--- src/hw/rtl/rfk_pkg.sv ---
// Shared types and constants of the rank fusion top-k block.
package rfk_pkg;

    localparam int unsigned CFG_IDX_W  = 3;
    localparam int unsigned CFG_DATA_W = 16;

    // Register map of the configuration port.
    typedef enum logic [CFG_IDX_W-1:0] {
        REG_FUSION_MODE = 3'd0,
        REG_RANK_K      = 3'd1,
        REG_TOP_K       = 3'd2,
        REG_WEIGHT0     = 3'd3,
        REG_WEIGHT1     = 3'd4,
        REG_WEIGHT2     = 3'd5,
        REG_WEIGHT3     = 3'd6,
        REG_DIST_MASK   = 3'd7
    } t_reg_idx;

    localparam logic [15:0] K_DEFAULT    = 16'd960;
    localparam logic [4:0]  TOP_K_RESET  = 5'd10;
    localparam logic [15:0] WEIGHT_RESET = 16'd4096;

    localparam int unsigned DIV_DVD_W = 48;
    localparam int unsigned DIV_DVS_W = 33;
    localparam int unsigned TERM_W    = 25;

    // Commands from the sequencer to the datapath.
    typedef struct packed {
        logic load;
        logic clr_run;
        logic fuse_init;
        logic item_rd;
        logic div_start;
        logic mul_capture;
        logic scan_rd;
        logic scan_step;
        logic uniq_update;
        logic uniq_append;
        logic item_next;
        logic sel_init;
        logic sel_rd;
        logic sel_insert;
        logic emit;
    } t_cmd;

    // Status from the datapath to the sequencer.
    typedef struct packed {
        logic items_done;
        logic div_done;
        logic scan_end;
        logic id_match;
        logic sel_done;
        logic emit_done;
    } t_stat;

endpackage

--- src/hw/rtl/rfk_ctrl.sv ---
// Sequencer that steps the datapath through load, fusion, selection and output.
module rfk_ctrl (
    input  logic           i_clk,
    input  logic           i_rst_n,
    input  logic           i_start,
    input  logic           i_in_last,
    input  rfk_pkg::t_stat i_stat,
    output rfk_pkg::t_cmd  o_cmd,
    output logic           o_busy
);
    typedef enum logic [3:0] {
        ST_IDLE,
        ST_ITEM_RD,
        ST_ITEM_WAIT,
        ST_DIV_WAIT,
        ST_SCAN_RD,
        ST_SCAN_CMP,
        ST_SEL_RD,
        ST_SEL_INS,
        ST_EMIT
    } t_state;

    t_state r_state;
    t_state n_state;
    logic   r_busy;

    always_comb begin
        n_state = r_state;
        o_cmd   = '0;
        case (r_state)
            ST_IDLE: begin
                if (i_start) begin
                    o_cmd.load = 1'b1;
                    if (i_in_last) begin
                        o_cmd.fuse_init = 1'b1;
                        n_state         = ST_ITEM_RD;
                    end
                end
            end
            ST_ITEM_RD: begin
                if (i_stat.items_done) begin
                    o_cmd.sel_init = 1'b1;
                    n_state        = ST_SEL_RD;
                end else begin
                    o_cmd.item_rd = 1'b1;
                    n_state       = ST_ITEM_WAIT;
                end
            end
            ST_ITEM_WAIT: begin
                o_cmd.div_start = 1'b1;
                n_state         = ST_DIV_WAIT;
            end
            ST_DIV_WAIT: begin
                if (i_stat.div_done) begin
                    o_cmd.mul_capture = 1'b1;
                    n_state           = ST_SCAN_RD;
                end
            end
            ST_SCAN_RD: begin
                if (i_stat.scan_end) begin
                    o_cmd.uniq_append = 1'b1;
                    o_cmd.item_next   = 1'b1;
                    n_state           = ST_ITEM_RD;
                end else begin
                    o_cmd.scan_rd = 1'b1;
                    n_state       = ST_SCAN_CMP;
                end
            end
            ST_SCAN_CMP: begin
                if (i_stat.id_match) begin
                    o_cmd.uniq_update = 1'b1;
                    o_cmd.item_next   = 1'b1;
                    n_state           = ST_ITEM_RD;
                end else begin
                    o_cmd.scan_step = 1'b1;
                    n_state         = ST_SCAN_RD;
                end
            end
            ST_SEL_RD: begin
                if (i_stat.sel_done) begin
                    n_state = ST_EMIT;
                end else begin
                    o_cmd.sel_rd = 1'b1;
                    n_state      = ST_SEL_INS;
                end
            end
            ST_SEL_INS: begin
                o_cmd.sel_insert = 1'b1;
                n_state          = ST_SEL_RD;
            end
            ST_EMIT: begin
                if (i_stat.emit_done) begin
                    o_cmd.clr_run = 1'b1;
                    n_state       = ST_IDLE;
                end else begin
                    o_cmd.emit = 1'b1;
                end
            end
            default: begin
                n_state = ST_IDLE;
            end
        endcase
    end

    always_ff @(posedge i_clk) begin
        if (!i_rst_n) begin
            r_state <= ST_IDLE;
            r_busy  <= 1'b0;
        end else begin
            r_state <= n_state;
            r_busy  <= n_state != ST_IDLE;
        end
    end

    assign o_busy = r_busy;

endmodule

--- config.mk ---
export PLATFORM = sky130hd
export DESIGN_NAME = rfk_ctrl
export DESIGN_NICKNAME = d
export VERILOG_FILES = /design/src/hw/rtl/rfk_pkg.sv /design/src/hw/rtl/rfk_ctrl.sv
export SDC_FILE = /design/constraint.sdc
export NUM_CORES = 1
export LEC_CHECK = 0
export ABC_AREA = 1
export BUFFER_PORTS_ARGS = -buffer_cell sky130_fd_sc_hd__buf_2
export CORE_AREA = 2 2 39 41
export CTS_CLUSTER_DIAMETER = 60
export DETAILED_ROUTE_END_ITERATION = 12
export DIE_AREA = 0 0 41 43
export RECOVER_POWER = 50
export SYNTH_ARGS = -nofsm -noshare
export SYNTH_HDL_FRONTEND = slang
export SYNTH_SLANG_ARGS = --single-unit
--- constraint.sdc ---
create_clock -name i_clk -period 1.95 [get_ports i_clk]
set_clock_uncertainty 0.15 [all_clocks]
set_input_delay 0.2925 -clock i_clk [delete_from_list [all_inputs] [get_ports i_clk]]
set_output_delay 0.2925 -clock i_clk [all_outputs]
set_load 0.1 [all_outputs]
Word level (Yosys, flattened, before mapping) --
Cells that the tools add are included.
Operators by class: eq/ne operators 8, multiplexer cells 36, reductions and logical operators 2
Operators with widths (number):
- $pmux W4 S9 | 1
- $mux W1 | 24
- $mux W4 | 5
- $eq A4 B3 Y1 const B | 4
- $mux W3 | 3
- $eq A4 B2 Y1 const B | 2
- $eq A4 B1 Y1 const B | 1
- $eq A4 B4 Y1 const B | 1
- $logic_not A4 Y1 | 1
- $mux W2 | 2
- $reduce_bool A4 Y1 | 1
- $pmux W1 S2 | 1
Storage, ports and cells: register bits 5, input bits 10, output and inout bits 16, logic and storage cells 48

Logic depth before layout (Yosys ltp) --
word-level depth 4, depth in mapped cells 9, depth with buffers taken out 9

Least setup slack after synthesis --
OpenSTA, ideal clock, no wires.
path kind reg-to-output, from register r_state[1], to output port o_cmd[13] in the netlist's numbering, arrival 3380 ps, required time 1507 ps, slack -1873 ps, cell stages (with the launch flop) 4, path through dfxtp_1 nor2_2 inv_2 nor4_1
RTL lines:
- start: declaration | RTL line rfk_ctrl.sv:23 | t_state r_state;
- start signal: assignment | RTL line rfk_ctrl.sv:110 | r_state <= n_state;
- end: declaration | RTL line rfk_ctrl.sv:8 | output rfk_pkg::t_cmd o_cmd,

==> summary.md <==
| Metric | Value |
|---|---|
| Run status | `finished, final reports clean` |
| Setup WS post-layout | `0.114 ns` |
| Worst setup timing slack at the placement stage | `0.299 ns` |
| Type of element launching the critical path | `register` |
| Power per cell area | `983 nW/um^2` |
| Highest attainable clock frequency | `around 0.54 GHz` |
| Initial DRC count | `5` |
| Max-Cap Viols | `0` |
| Post-layout nets | `~120` |
| YS warnings | `0` |
| Remaining routing DRC violations | `0` |
| Sw Share | `57.6%` |
| Number of levels the H-tree was split into | `1` |
| Sequential fraction of the synthesis area | `23.7%` |
| Final Hold Viols | `0` |
| Pin count of the biggest net entering global routing | `8` |
| First-pass detailed-route iteration total | `3` |
| Post-synthesis cell area | `423 sq um` |
| Max Root-Sink Buffers | `2` |
| Clock insertion delay at the later pin of the skew report | `0.24 ns` |
| Period utilization | `about 94%` |
| Power share of the combinational group | `between 60% and 70%` |
| CTS sink count | `5` |
| Num ports | `26` |
| Final weighted congestion of routability-driven global placement | `0.774` |
| Height of the die | `43 um` |
| Class of the tightest hold or removal check | `primary input to register` |
| Antenna diode count | `0` |
| Worst IR drop on VDD | `0.657 mV` |
| Number of cells produced by synthesis | `between 70 and 80` |
| Antenna-violating nets left | `0` |
| RSZ-0062 raised after global routing | `no` |
| Crit Path Max Fanout | `7` |
| Total core area | `1380 sq um` |
| Total design power | `747 uW` |
| Instance area at placement | `between 700 and 800 sq um` |
| Wire length of the first global-routing pass | `about 1.6 mm` |
| Overall via count from detail_route | `517` |
| Port bufs | `25` |
| Req. time, crit path | `around 1.5 ns` |
| Final number of setup-violating endpoints | `0` |
| Syn avg cell area | `5.56 sq um` |
| Sequential fraction of design power | `20.1%` |
| Placement Rows | `14` |
| Kind of end point of the critical path | `output port` |
| Nets in the synthesized netlist | `86` |
| Fin crit period | `1.84 ns` |
| Total wire length | `1.06 mm` |
| Horizontal die dimension | `41 um` |
| Clock network fraction of total power | `between 10% and 20%` |
| Critical path class | `register to output port` |
| Cell area after layout | `761 sq um` |
| CTS root buffer | `clkbuf_4` |
| Clock tree from TritonCTS | `done` |
| Tightest Pin Transition | `0.537 ns` |
| Leakage dissipation | `0.467 nW` |
| Antenna violations before repair | `0` |
| Net switching power | `431 uW` |
| Half-perimeter wire length after placement | `957 um` |
| Cell-internal power | `317 uW` |
| Clock-pin slew on the worst setup and hold paths | `0.04 ns` |
| #FFs+latches synth | `5` |
| Area growth from synthesis to layout | `79.9%` |
| Most used cells in the layout excluding fill and tap cells | `20 x inv_1, 16 x buf_2, 13 x nand2_1` |
| Inserted Clock Buffers | `3` |
| Average wire per standard cell | `8.79 um` |
| Max-slew violation count | `0` |
| Rel. slew slack | `between 60% and 70%` |
| Leading cell type in the layout, fill and taps excluded | `inv_1` |
| Effective utilization at floorplan | `30.6%` |
| Number of library cell types mapped by synthesis | `17` |
| Per-cell via count in the routed design | `roughly 4.3` |
| All-Layer GR Usage | `13.5%` |
| Residual overflow from global routing | `0` |
| Die Area | `1760 sq um` |
| Share of post-route cells with drive strength above 1 | `49.5%` |
| Vias in the first global route | `441` |
| Arr. time, crit path | `1.39 ns` |
metal layers:
metal  part of all wire [%]  routed length, um  GRT usage, %  vias to the layer above
met5                      0                  0             0                        -
met4                      0                  0          8.00                        0
met3                    5.5                 59          3.14                        0
met2                     52                553          21.9                       15
met1                     42                452          14.9                      216
li1                       -                  -             -                      286
area by class of cell:
cell class / count / area [sq um]
repair buffers: 25 / 208
flip-flops and latches: 5 / 105
multi-input cells: 47 / 308
fillers: 147 / 623
well taps: 16 / 20.0
inverters: 24 / 93.8
clock buffers: 4 / 26.3
synth_stat cells:
| library cell | number | share of area, % |
|---|---|---|
| inv_1 | 21 | 19 |
| nand2_1 | 16 | 14 |
| nand3_1 | 7 | 8.3 |
| nor2_1 | 7 | 6.2 |
| dfxtp_1 | 5 | 24 |
| nor2_2 | 5 | 7.4 |
| inv_2 | 3 | 2.7 |
| nand2_2 | 2 | 3.0 |
| o21ai_0 | 2 | 2.4 |
| a31oi_1 | 1 | 1.5 |
| nand3b_1 | 1 | 1.8 |
| nand4_1 | 1 | 1.5 |
| nor2_4 | 1 | 2.7 |
| nor3_1 | 1 | 1.2 |
| nor4_1 | 1 | 1.5 |
| o211ai_1 | 1 | 1.8 |
| o21bai_1 | 1 | 1.8 |
logic make-up after synthesis:
| family | Yosys count | share of synthesized area, % |
|---|---|---|
| compound gates | 5 | 7.40 |
| simple gates | 42 | 47.6 |
| buf+inv | 24 | 21.3 |
| flops | 5 | 23.7 |
final timing paths:
kind                            startpoint         end  slack [ns]  depth (start not counted)
worst min-delay path               i_rst_n  r_state[0]        0.14                          3
worst max register to register  r_state[2]      o_busy        0.54                          8
worst min register to register  r_state[1]  r_state[1]        0.49                          2
worst max-delay path            r_state[2]    o_cmd[1]        0.11                          5
stage by stage:
stage	std cells	util, %	setup TNS, ns	hold WS, ns
finish	121	55.0	0	0.141
global route	121	55.0	0	0.138
CTS	121	55.3	0	0.133
detailed placement	117	53.4	0	0.383
global placement	117	53.4	0	0.381
floorplan	76	-	-0.0876	0.259
flip-flops by register name (all words and copies together) (netlist names):
signal   cells
o_busy       1
r_state      4
critical path: stages, from the launching register on:
cell and delay [ns]:
dfxtp_2 0.38, inv_2 0.08, nor2_4 0.17, nand2_1 0.07, inv_1 0.05, buf_2 0.41
power by group through the flow:
stage	Combinational [mW]	Sequential, mW	Clock [mW]
global placement	0.481	0.151	0
detailed placement	0.485	0.151	0
floorplan	0.317	0.218	0
CTS	0.485	0.150	0.123
global route	0.511	0.152	0.132
finish	0.481	0.151	0.116
what timing repair did:
item                                    4_1_cts  5_1_grt
gates resized for setup                       0        3
hold buffers                                  0        0
endpoints found under the setup margin        0        3
endpoints found under the hold margin         0        0
setup buffers                                 0        0
No activity file was read; power rests on OpenSTA's default activity.
